$ cat src/sact_pkg.sv
package sact_pkg;

    // Fixed field widths
    localparam int ADDR_W     = 32;
    localparam int TAG_W      = 32;
    localparam int STAT_W     = 32;
    localparam int OUT_DATA_W = 104;

    // Register map: index = paddr[3:2]
    localparam logic [1:0] REG_OFFSET_BITS = 2'd0;
    localparam logic [1:0] REG_SET_BITS    = 2'd1;
    localparam logic [1:0] REG_WAYS        = 2'd2;
    localparam logic [1:0] REG_MODE        = 2'd3;

    // Register reset values
    localparam logic [3:0] RST_OFFSET_BITS = 4'd4;
    localparam logic [2:0] RST_SET_BITS    = 3'd0;
    localparam logic [3:0] RST_WAYS        = 4'd1;

    // Replacement policy codes
    localparam logic MODE_LRU  = 1'b0;
    localparam logic MODE_FIFO = 1'b1;
    localparam logic RST_MODE  = MODE_LRU;

    // Outcome of one set update
    typedef struct packed {
        logic hit;
        logic evicted;
    } upd_status_t;

endpackage

$ cat src/sact_set_update.sv
module sact_set_update #(
    parameter int MAX_WAYS = 8,
    parameter int RANK_W   = 3,
    parameter int CNT_W    = 4
) (
    input  logic [CNT_W-1:0]                         ways_lim,
    input  logic                                     mode,
    input  logic [sact_pkg::TAG_W-1:0]               tag,
    input  logic [MAX_WAYS-1:0]                      row_valid,
    input  logic [MAX_WAYS-1:0][RANK_W-1:0]          row_rank,
    input  logic [MAX_WAYS-1:0][sact_pkg::TAG_W-1:0] row_tag,
    output logic [MAX_WAYS-1:0]                      new_valid,
    output logic [MAX_WAYS-1:0][RANK_W-1:0]          new_rank,
    output logic [MAX_WAYS-1:0][sact_pkg::TAG_W-1:0] new_tag,
    output sact_pkg::upd_status_t                    status
);
    import sact_pkg::*;

    logic [CNT_W-1:0]    count;
    logic                hit;
    logic [RANK_W-1:0]   hit_way;
    logic [RANK_W-1:0]   hit_rank;
    logic                full;
    logic [RANK_W-1:0]   best;
    logic                any;
    logic [RANK_W-1:0]   evict_way;
    logic [RANK_W-1:0]   free_way;
    logic                free_found;
    logic [RANK_W-1:0]   slot;
    logic [MAX_WAYS-1:0] kept;

    // Tag compare across the set, first matching way wins
    always_comb begin
        count   = '0;
        hit     = 1'b0;
        hit_way = '0;
        for (int w = 0; w < MAX_WAYS; w++) begin
            if (row_valid[w]) begin
                count = count + CNT_W'(1);
                if (!hit && row_tag[w] == tag) begin
                    hit     = 1'b1;
                    hit_way = RANK_W'(w);
                end
            end
        end
    end

    assign hit_rank = row_rank[hit_way];
    assign full     = (count >= ways_lim);

    // Victim: valid way with the highest rank (first on a tie)
    always_comb begin
        best      = '0;
        any       = 1'b0;
        evict_way = '0;
        for (int w = 0; w < MAX_WAYS; w++) begin
            if (row_valid[w] && (!any || row_rank[w] > best)) begin
                best      = row_rank[w];
                evict_way = RANK_W'(w);
                any       = 1'b1;
            end
        end
    end

    // First empty way
    always_comb begin
        free_way   = '0;
        free_found = 1'b0;
        for (int w = 0; w < MAX_WAYS; w++) begin
            if (!row_valid[w] && !free_found) begin
                free_way   = RANK_W'(w);
                free_found = 1'b1;
            end
        end
    end

    assign slot = full ? evict_way : free_way;

    // New contents of the set
    always_comb begin
        new_valid = row_valid;
        new_rank  = row_rank;
        new_tag   = row_tag;
        kept      = row_valid;
        if (hit) begin
            if (mode == MODE_LRU) begin
                for (int w = 0; w < MAX_WAYS; w++) begin
                    if (row_valid[w] && row_rank[w] < hit_rank) begin
                        new_rank[w] = row_rank[w] + RANK_W'(1);
                    end
                end
                new_rank[hit_way] = '0;
            end
        end else begin
            if (full) begin
                kept[slot] = 1'b0;
            end
            // everything left ages by one, the new line becomes most recent
            for (int w = 0; w < MAX_WAYS; w++) begin
                if (kept[w]) begin
                    new_rank[w] = row_rank[w] + RANK_W'(1);
                end
            end
            new_valid       = kept;
            new_valid[slot] = 1'b1;
            new_tag[slot]   = tag;
            new_rank[slot]  = '0;
        end
    end

    assign status.hit     = hit;
    assign status.evicted = !hit && full;

endmodule

$ cat config.mk
export PLATFORM = sky130hd
export DESIGN_NAME = sact_set_update
export DESIGN_NICKNAME = d
export VERILOG_FILES = /design/src/sact_pkg.sv /design/src/sact_set_update.sv
export SDC_FILE = /design/constraint.sdc
export NUM_CORES = 1
export LEC_CHECK = 0
export ABC_AREA = 1
export ABC_CLOCK_PERIOD_IN_PS = 11800
export BUFFER_PORTS_ARGS = -buffer_cell sky130_fd_sc_hd__buf_2
export CORE_AREA = 2 2 242 244
export DETAILED_ROUTE_END_ITERATION = 8
export DIE_AREA = 0 0 244 246
export GPL_TIMING_DRIVEN = 0
export PLACE_DENSITY = 0.45
export SETUP_SLACK_MARGIN = 0.5
export SLEW_MARGIN = 20
export SYNTH_ARGS = -nofsm -noshare
export SYNTH_HDL_FRONTEND = slang
export SYNTH_SLANG_ARGS = --single-unit
$ cat constraint.sdc
create_clock -name vclk -period 11.8
set_clock_uncertainty 0.05 [all_clocks]
set_input_delay 0.59 -clock vclk [all_inputs]
set_output_delay 0.59 -clock vclk [all_outputs]
set_load 0.02 [all_outputs]
Word level (Yosys, flattened, before mapping)
Index checks and enable logic that the tools add are counted.
W data, S select, Z words.
{"block": "classes", "n_addsub": 15, "multipliers": 0, "div_mod_pow": 0, "magnitude_cmp": 20, "eq_ne": 8, "shifts": 0, "muxes": 131, "bitwise_logic": 7, "n_reduce_logical": 67}
{"cell": "$bwmux W256", "count": 1}
{"cell": "$eq A32 B32 Y1", "count": 8}
{"cell": "$mux W256", "count": 1}
{"cell": "$mux W3", "count": 75}
{"cell": "$demux W32 S3", "count": 1}
{"cell": "$and A24 B24 Y24", "count": 2}
{"cell": "$mux W24", "count": 2}
{"cell": "$not A24 Y24", "count": 2}
{"cell": "$mux W1", "count": 36}
{"cell": "$logic_and A1 B1 Y1", "count": 32}
{"cell": "$mux W32", "count": 1}
{"cell": "$logic_not A1 Y1", "count": 28}
{"cell": "$add A3 B1 Y3 const B", "count": 8}
{"cell": "$add A4 B1 Y4 const B", "count": 6}
{"cell": "$lt A3 B3 Y1", "count": 8}
{"cell": "$mux W4", "count": 6}
{"cell": "$mux W8", "count": 3}
{"cell": "$gt A3 B3 Y1", "count": 7}
{"cell": "$demux W3 S3", "count": 2}
{"cell": "$bmux W3 S3", "count": 1}
{"cell": "$and A8 B8 Y8", "count": 1}
{"cell": "$lt A3 B4 Y1 const B", "count": 2}
{"cell": "$not A8 Y8", "count": 1}
{"cell": "$or A8 B8 Y8", "count": 1}
{"cell": "6 further kinds", "count": 13}
{"block": "totals", "register_bits": 0, "latchBits": 0, "mem_bits_rw": 0, "rom_bits": 0, "out_inout_bits": 290, "elab_cells": 248, "mem_count": 0}

Logic depth before layout (Yosys ltp)
Gate-level depths: netlist of the first run.
{"block": "logic_depth", "word_depth": 42, "depth_mapped": 66, "mapped_depth_nobuf": 63}

Least setup slack after synthesis of the first run
OpenSTA, ideal clock, no wires.
{"block": "synth_timing", "path_type": "input -> output", "startpoint": "input row_valid[0]", "endpoint": "output new_tag[64] in the netlist's numbering", "arrival_time_ns": 8.735, "t_required_ns": 11.160, "setup_slack_ns": 2.425, "stages": 61, "path_cell_list": "clkbuf_1 -> nand2_1 -> ha_1 -> nand2_1 -> o21ai_0 -> nand2_1 -> nand2_1 -> nand2_1 -> o21ai_0 -> ha_1 -> a21oi_1 -> o21ai_0 -> nand2_1 -> nand2_1 -> nand2_1 -> o21ai_0 -> ha_1 -> nand2_1 -> [... 25 more ...] -> nand2_1 -> o21ai_0 -> ha_1 -> a21oi_1 -> o21ai_0 -> nand2_1 -> o21ai_0 -> nand2_1 -> nand3_1 -> o22ai_1 -> inv_1 -> nor2_1 -> inv_1 -> nor2_1 -> nand2_1 -> buf_2 -> clkbuf_1 -> o21ai_0"}
{"item": "start, declared", "line": "sact_set_update.sv:9", "rtl": "input logic [MAX_WAYS-1:0] row_valid,"}
{"item": "end, declared", "line": "sact_set_update.sv:14", "rtl": "output logic [MAX_WAYS-1:0][sact_pkg::TAG_W-1:0] new_tag,"}

==> impl_metrics.py, run 1 <==
metrics = {
    "status": {
        "status": "completed",
    },
    "floorplanning": {
        "design.core.area_mm2": 0.0574,
        "start_util_pct": 23.0,
        "die_y_um": 246,
        "rows": 88,
        "die_w_um": 244,
        "dieArea_mm2": 0.0600,
        "ios": 615,
    },
    "setup_path": {
        "worst-setup-path-type": "primary input to primary output",
        "worstPathArrival_ps": 9810,
        "cpMostUsedCell": "nand2_1",
        "path_max_fanout": 10,
        "cp-start-kind": "primary input",
        "slowest_delay_ps": 340,
        "required_ps": 11160,
        "end_kind": "primary output",
        "slowest_stage": "ha_1",
    },
    "placed_design": {
        "globalplace.congestion": 1.01,
        "hpwlAfterDp_um": 91900,
        "io_buffers": 581,
    },
    "finish": {
        "nFlopsAndLatches": 0,
        "layout-drive-gt1-share_pct": 26.6,
        "finalNetCount": 3637,
        "seqCellArea_um2": 0,
        "n_clock_buffer": 0,
        "num-fill-cells": 6991,
        "area_growth_pct": 30.7,
    },
    "timing": {
        "max_slew_margin_pct": 30.3,
        "hold_viol": 0,
        "period_minus_slack_ps": 10450,
        "tns_ps": 0,
        "setup_viol": 0,
        "rsz0062_at_grt": "no",
        "worst_pin_slew_ps": 1040,
        "fmax_mhz": 95.7,
        "timing.final.crit_share_pct": 88.6,
        "drv_slew": 0,
    },
    "routing": {
        "wl_um": 114000,
        "via_per_inst": 5.38,
        "drcViolationCount": 0,
        "ant_nets": 0,
        "avgRoutedWirePerCell_um": 28.3,
        "drtPass1Iterations": 6,
        "drt-initial-drc-count": 2345,
        "vias": 21700,
    },
    "min_path": {
        "worst_hold_path_type": "primary input to primary output",
    },
    "global_routing": {
        "grt_usage_pct": 36.1,
        "grt_first_pass_wirelength_um": 153000,
        "grt_pass1_vias": 19800,
        "antenna_found_initial": 17,
        "grt_max_degree": 11,
        "overflow": 0,
    },
    "flow_run": {
        "drv_cap": 0,
    },
    "yosys": {
        "netlist_top_cells_area": "nand2_1 28%, o21ai_0 12%, inv_1 6.6%",
        "syn-cell-area_mm2": 0.0132,
        "synth_nets": 3054,
        "synthDistinctLibCells": 56,
        "ys_warn_count": 0,
        "synth_top_area_share_pct": 27.7,
        "syn_inst": 2670,
        "synth_top_area_cell": "nand2_1",
        "syn_avg_cell_area_um2": 4.94,
        "yosysSeqAreaShare_pct": 0,
    },
    "cts": {
        "holdBufCountCts": 0,
    },
}
-- cell type report --
class	instances	area [µm²]	share of cell area (%)
antenna	11	27.5	0.160
buffer	133	840	4.87
inverter	276	1070	6.18
multi-input combinational	2261	11400	66.4
tap	765	957	5.55
timing repair buffer	581	2910	16.9
-- cell usage in the layout (no fill, tap or decap), types with 26 or more instances in the layout --
master,netlist,layout
nand4_1,84,84
xor2_1,41,41
o21ai_1,25,47
ha_1,59,59
nor2_1,230,224
clkbuf_2,2,30
buf_4,27,27
or2_2,43,43
nor3_1,48,48
a21oi_1,29,29
nor4_1,26,26
inv_2,28,28
inv_1,233,233
buf_2,25,607
nand2_1,974,965
o21ai_0,317,285
nand3_1,145,145
xnor2_1,72,72
nand2_2,30,39
-- repair_timing --
action | CTS | global route
gates resized for setup | 12 | 114
pin swaps | 0 | 1
setup buffers | 0 | 0
setup endpoints to repair | 181 | 288
-- stage by stage --
step / cell area, µm² / utilization [%] / hold slack [ps] / instances / worst slack (ps)
5_1_grt: 17200 / 30.0 / 1520 / 4018 / 472
3_3_place_gp: 17100 / 29.7 / 1490 / 4016 / 100
2_1_floorplan: 13200 / - / 1340 / 2670 / 2420
6_report: 17200 / 30.1 / 1490 / 4027 / 1350
4_1_cts: 17100 / 29.8 / 1490 / 4016 / 479
3_5_place_dp: 17100 / 29.8 / 1490 / 4016 / 106
-- worst paths after layout --
path | from | end | slack (ps) | depth (start not counted)
max | row_valid[0] | new_tag[189] | 1350 | 64
min | row_tag[72] | new_tag[72] | 1490 | 4
-- cell usage after synthesis, types with 5 or more instances --
| cell type | number |
|---|---|
| inv_2 | 28 |
| or2_2 | 43 |
| buf_6 | 20 |
| buf_2 | 25 |
| buf_4 | 27 |
| or2_1 | 11 |
| inv_4 | 10 |
| xnor2_1 | 72 |
| xor2_1 | 41 |
| buf_1 | 5 |
| nand3b_1 | 22 |
| o21ai_0 | 317 |
| nor2_2 | 8 |
| nand2_2 | 30 |
| nand3_2 | 10 |
| inv_1 | 233 |
| clkbuf_1 | 54 |
| nor3_1 | 48 |
| ha_1 | 59 |
| nand3_1 | 145 |
| a211oi_1 | 8 |
| nor4_1 | 26 |
| a21oi_1 | 29 |
| o22ai_1 | 6 |
| o211ai_1 | 20 |
| nand4_1 | 84 |
| nand2_1 | 974 |
| nor2_1 | 230 |
| o21ai_1 | 25 |
| nor3b_1 | 7 |
-- worst max-delay path: cells and delay by family --
kind	cells	cell delay, ps
simple gates	30	3120
compound gates	21	2630
fa+ha+maj	7	2240
buf+inv	6	1230
-- cell families after synthesis --
group | synth area share, %
and+or+nand+nor | 55.4
AOI/OAI and AO/OA | 16.8
buffers and inverters | 14.0
xor gates and xnor gates | 8.11
adders and majority gates | 5.59
-- layer usage --
metal | global-route usage, % | vias to the layer above | routed length, µm
li1 | - | 9859 | -
met5 | 0 | - | 114
met3 | 5.84 | 231 | 10700
met4 | 14.8 | 12 | 5710
met1 | 48.5 | 10200 | 48400
met2 | 57.1 | 1418 | 49100
==> run 2: changes to the inputs <==
--- a/config.mk
+++ b/config.mk
@@ -12,6 +12,7 @@
 export DETAILED_ROUTE_END_ITERATION = 8
 export DIE_AREA = 0 0 244 246
 export GPL_TIMING_DRIVEN = 0
+export MAX_ROUTING_LAYER = met4
 export PLACE_DENSITY = 0.45
 export SETUP_SLACK_MARGIN = 0.5
 export SLEW_MARGIN = 20
==> impl_metrics.py, run 2 (synthesized netlist as in run 1, its figures left out) <==
metrics = {
    "setup_path": {
        "path_delay_family": "simple AND/OR/NAND/NOR gates",
        "slowest_delay_ps": 580,
        "end_kind": "primary output",
        "crit_end": "new_tag[221]",
        "startpoint": "row_valid[0]",
        "required_ps": 11160,
        "cp-start-kind": "primary input",
        "worst-setup-path-type": "primary input to primary output",
        "path_max_fanout": 10,
        "cpMostUsedCell": "nand2_1",
        "cp_num_cells": 64,
        "cp_num_buf_inv": 6,
        "worstPathArrival_ps": 9880,
        "slowest_stage": "o21ai_0",
    },
    "global_routing": {
        "grt_pass1_vias": 19800,
        "overflow": 0,
        "grt_usage_pct": 36.8,
        "grt_max_degree": 11,
        "grt_first_pass_wirelength_um": 152000,
        "antenna_found_initial": 17,
    },
    "timing": {
        "rsz0062_at_grt": "no",
        "worst_pin_slew_ps": 1060,
        "hold_viol": 0,
        "timing.final.crit_share_pct": 89.1,
        "drv_slew": 0,
        "fmax_mhz": 95.1,
        "max_slew_margin_pct": 28.7,
        "setup_viol": 0,
        "tns_ps": 0,
        "period_minus_slack_ps": 10520,
    },
    "flow_run": {
        "drv_cap": 0,
    },
    "placed_design": {
        "placedInstanceArea_mm2": 0.0171,
        "dp_cells": 4016,
        "hpwlAfterDp_um": 90800,
        "io_buffers": 581,
        "globalplace.congestion": 1.08,
    },
    "floorplanning": {
        "die_y_um": 246,
        "rows": 88,
        "design.core.area_mm2": 0.0574,
        "dieArea_mm2": 0.0600,
        "die_w_um": 244,
        "ios": 615,
        "start_util_pct": 23.0,
    },
    "routing": {
        "wl_met2_um": 47300,
        "drt-initial-drc-count": 2372,
        "avgRoutedWirePerCell_um": 28.1,
        "met3_length_um": 11800,
        "vias": 21600,
        "wl_um": 113000,
        "dr.max_layer_used": "met4",
        "drcViolationCount": 0,
        "drtPass1Iterations": 6,
        "m1WireLength_um": 47100,
        "ant_nets": 0,
        "via_per_inst": 5.37,
    },
    "min_path": {
        "worst_hold_path_type": "primary input to primary output",
        "hp-start": "row_tag[254]",
    },
    "finish": {
        "fin_area_mm2": 0.0173,
        "mostFrequentLayoutCells": "965 x nand2_1, 603 x buf_2, 278 x o21ai_0",
        "num-fill-cells": 6963,
        "final_common_cell": "nand2_1",
        "layout-drive-gt1-share_pct": 26.8,
        "finalNetCount": 3638,
        "final_util_pct": 30.1,
        "layoutNonFillerInstCount": 4027,
        "nFlopsAndLatches": 0,
        "n_clock_buffer": 0,
        "multi_input_area_mm2": 0.0115,
        "seqCellArea_um2": 0,
        "area_growth_pct": 30.9,
    },
    "status": {
        "status": "completed",
    },
}
-- run 2: area by class of cell --
type | count | share of cell area [%]
well taps | 765 | 5.54
repair buffers | 582 | 16.9
inverters | 276 | 6.17
diodes | 10 | 0.145
plain buffers | 133 | 4.93
multi-input cells | 2261 | 66.3
-- run 2: how the worst min path moves through the flow --
| stage | to | slack (ps) | depth (start not counted) |
|---|---|---|---|
| after detailed placement | new_tag[254] | 1480 | 4 |
| after CTS | new_tag[254] | 1480 | 4 |
| final | new_tag[254] | 1490 | 4 |
| after global placement | new_tag[254] | 1490 | 4 |
| after global routing | new_tag[122] | 1520 | 4 |
| after floorplan | new_valid[2] | 1340 | 2 |
-- run 2: repair_timing --
| action | 4_1_cts | 5_1_grt |
|---|---|---|
| setup endpoints to repair | 195 | 288 |
| gates cloned | 0 | 0 |
| setup buffers | 0 | 1 |
| gates resized for setup | 12 | 138 |
| hold buffers | 0 | 0 |
| pin swaps | 0 | 2 |
| hold endpoints to repair | 0 | 0 |
-- run 2: per-stage QoR --
stage          worst slack [ps]  hold WS, ps
3_3_place_gp              -49.1         1490
2_1_floorplan              2420         1340
5_1_grt                     498         1520
4_1_cts                     506         1480
6_report                   1280         1490
3_5_place_dp               3.47         1480
-- run 2: worst min-delay path: stages --
cell,delay (ps)
buf_2,90
nand2_1,40
o21ai_0,50
buf_2,160
-- run 2: metal layers --
metal	up-vias	GRT usage, %
li1	9850	-
met3	291	5.17
met5	-	-
met4	0	17.7
met1	10000	48.4
met2	1443	55.4
==> run 3: changes to the inputs <==
--- a/config.mk
+++ b/config.mk
@@ -6,14 +6,15 @@
 export NUM_CORES = 1
 export LEC_CHECK = 0
 export ABC_AREA = 1
-export ABC_CLOCK_PERIOD_IN_PS = 11800
+export ABC_CLOCK_PERIOD_IN_PS = 8700
 export BUFFER_PORTS_ARGS = -buffer_cell sky130_fd_sc_hd__buf_2
-export CORE_AREA = 2 2 242 244
+export CAP_MARGIN = 10
+export CORE_AREA = 2 2 241 243
 export DETAILED_ROUTE_END_ITERATION = 8
-export DIE_AREA = 0 0 244 246
+export DIE_AREA = 0 0 243 245
 export GPL_TIMING_DRIVEN = 0
 export MAX_ROUTING_LAYER = met4
-export PLACE_DENSITY = 0.45
+export PLACE_DENSITY = 0.47
 export SETUP_SLACK_MARGIN = 0.5
 export SLEW_MARGIN = 20
 export SYNTH_ARGS = -nofsm -noshare
==> constraint.sdc (replaced) <==
create_clock -name vclk -period 8.7
set_clock_uncertainty 0.05 [all_clocks]
set_input_delay 0.435 -clock vclk [all_inputs]
set_output_delay 0.435 -clock vclk [all_outputs]
set_load 0.02 [all_outputs]
==> impl_metrics.py, run 3 (synthesized netlist as in run 1, its figures left out) <==
metrics = {
    "status": {
        "status": "finished with violations",
        "violations": "setup timing",
    },
    "global_routing": {
        "grt_pass1_vias": 21000,
        "antenna_found_initial": 13,
        "grt_usage_pct": 38.6,
        "grt.met2_usage_pct": 59.5,
        "met3_usage_pct": 6.30,
        "grt_max_degree": 11,
        "grt_busiest_layer": "met2",
        "use_met1_pct": 49.5,
        "overflow": 0,
        "grt_first_pass_wirelength_um": 159000,
    },
    "timing": {
        "fmax_mhz": 108,
        "hold_viol": 0,
        "period_minus_slack_ps": 9240,
        "max_slew_margin_pct": 27.1,
        "drv_slew": 0,
        "tns_ps": -114590,
        "rsz0062_at_grt": "yes",
        "worst_pin_slew_ps": 1090,
        "fin_ws_ps": -535,
        "hold-worst-slack_ps": 1160,
        "setup_viol": 288,
        "timing.final.crit_share_pct": 106,
    },
    "floorplanning": {
        "dieArea_mm2": 0.0595,
        "rows": 88,
        "die_y_um": 245,
        "die_w_um": 243,
        "ios": 615,
        "start_util_pct": 23.1,
        "design.core.area_mm2": 0.0570,
    },
    "setup_path": {
        "path_delay_family": "simple AND/OR/NAND/NOR gates",
        "end_kind": "primary output",
        "worstPathArrival_ps": 8750,
        "required_ps": 8220,
        "path_max_fanout": 10,
        "cp_num_cells": 64,
        "worst-setup-path-type": "primary input to primary output",
        "cp-start-kind": "primary input",
        "slowest_stage": "ha_1",
        "cp_num_buf_inv": 6,
        "cpMostUsedCell": "nand2_2",
        "slowest_delay_ps": 330,
    },
    "placed_design": {
        "placedInstanceArea_mm2": 0.0188,
        "globalplace.congestion": 1.05,
        "io_buffers": 581,
        "hpwlAfterDp_um": 93200,
    },
    "finish": {
        "finalNetCount": 3708,
        "final_util_pct": 38.6,
        "final_common_cell": "nand2_1",
        "fin_area_mm2": 0.0220,
        "seqCellArea_um2": 0,
        "multi_input_area_mm2": 0.0139,
        "mostFrequentLayoutCells": "836 x nand2_1, 432 x buf_2, 228 x inv_1",
        "num-fill-cells": 6536,
        "nFlopsAndLatches": 0,
        "n_clock_buffer": 0,
        "area_growth_pct": 66.9,
        "layout-drive-gt1-share_pct": 38.8,
    },
    "min_path": {
        "worst_hold_path_type": "primary input to primary output",
        "min_path_cells": 4,
    },
    "pwr": {
        "power_leakage_nw": 11.2,
        "cellPowerDensity_mw_per_mm2": 285,
        "finalPower_mw": 6.27,
        "ir_drop_uv": 212,
    },
    "routing": {
        "drtPass1Iterations": 8,
        "drt-initial-drc-count": 2729,
        "avgRoutedWirePerCell_um": 29.0,
        "wl_um": 119000,
        "ant_nets": 0,
        "drcViolationCount": 0,
        "vias": 22500,
        "via_per_inst": 5.49,
    },
    "flow_run": {
        "drv_cap": 0,
    },
}
==> run 3: cell count changes in the layout (fill, tap and decap cells not counted), moves of 102 or more <==
cell,delta
buf_2,-171
buf_4,+102
buf_6,+111
nand2_1,-129
o21ai_0,-232
o21ai_4,+119
==> run 3: report_power, final <==
part | leakage (nW) | switching, mW | total (mW) | internal, mW
Combinational | 11.2 | 3.74 | 6.27 | 2.53
Clock | 0.0000697 | 0 | 0.000000140 | 0.000000140
Sequential | 0 | 0 | 0 | 0
Total | 11.2 | 3.74 | 6.27 | 2.53
==> run 3: final timing paths <==
check,startpoint,end
worst max-delay path,row_valid[0],new_tag[27]
worst min-delay path,row_tag[80],new_tag[80]
==> run 3: through the flow <==
| step | std cells | setup slack [ps] |
|---|---|---|
| finish | 4098 | -535 |
| global route | 4098 | -939 |
| CTS | 4064 | -298 |
| detailed placement | 4017 | -1480 |
| global placement | 4016 | -1470 |
| floorplan | 2670 | 515 |
==> run 3: timing repair <==
action                     4_1_cts  5_1_grt
setup buffers                   36       13
pin swaps                       55       61
setup endpoints to repair      288      288
cloned                          11       10
hold buffers                     0        0
gates resized for setup        427      283
==> run 3: tightest hold or removal path, delay by kind of cell <==
kind	cells	cell delay, ps
buffers and inverters	2	230
and+or+nand+nor	1	60
AOI/OAI and AO/OA	1	50
==> run 3: area by class of cell <==
class | instances | share of cell area (%)
multi-input combinational | 2261 | 63.1
timing repair buffer | 652 | 20.9
buffer | 133 | 6.69
inverter | 276 | 4.87
tap | 765 | 4.34
antenna | 11 | 0.125
==> run 3: routing by layer <==
metal,vias up,share of wire (%)
li1,10000,-
met1,10800,42
met2,1442,44
met3,256,9.3
met4,0,5.7
met5,-,0
Power figures use the tool's default switching activity.
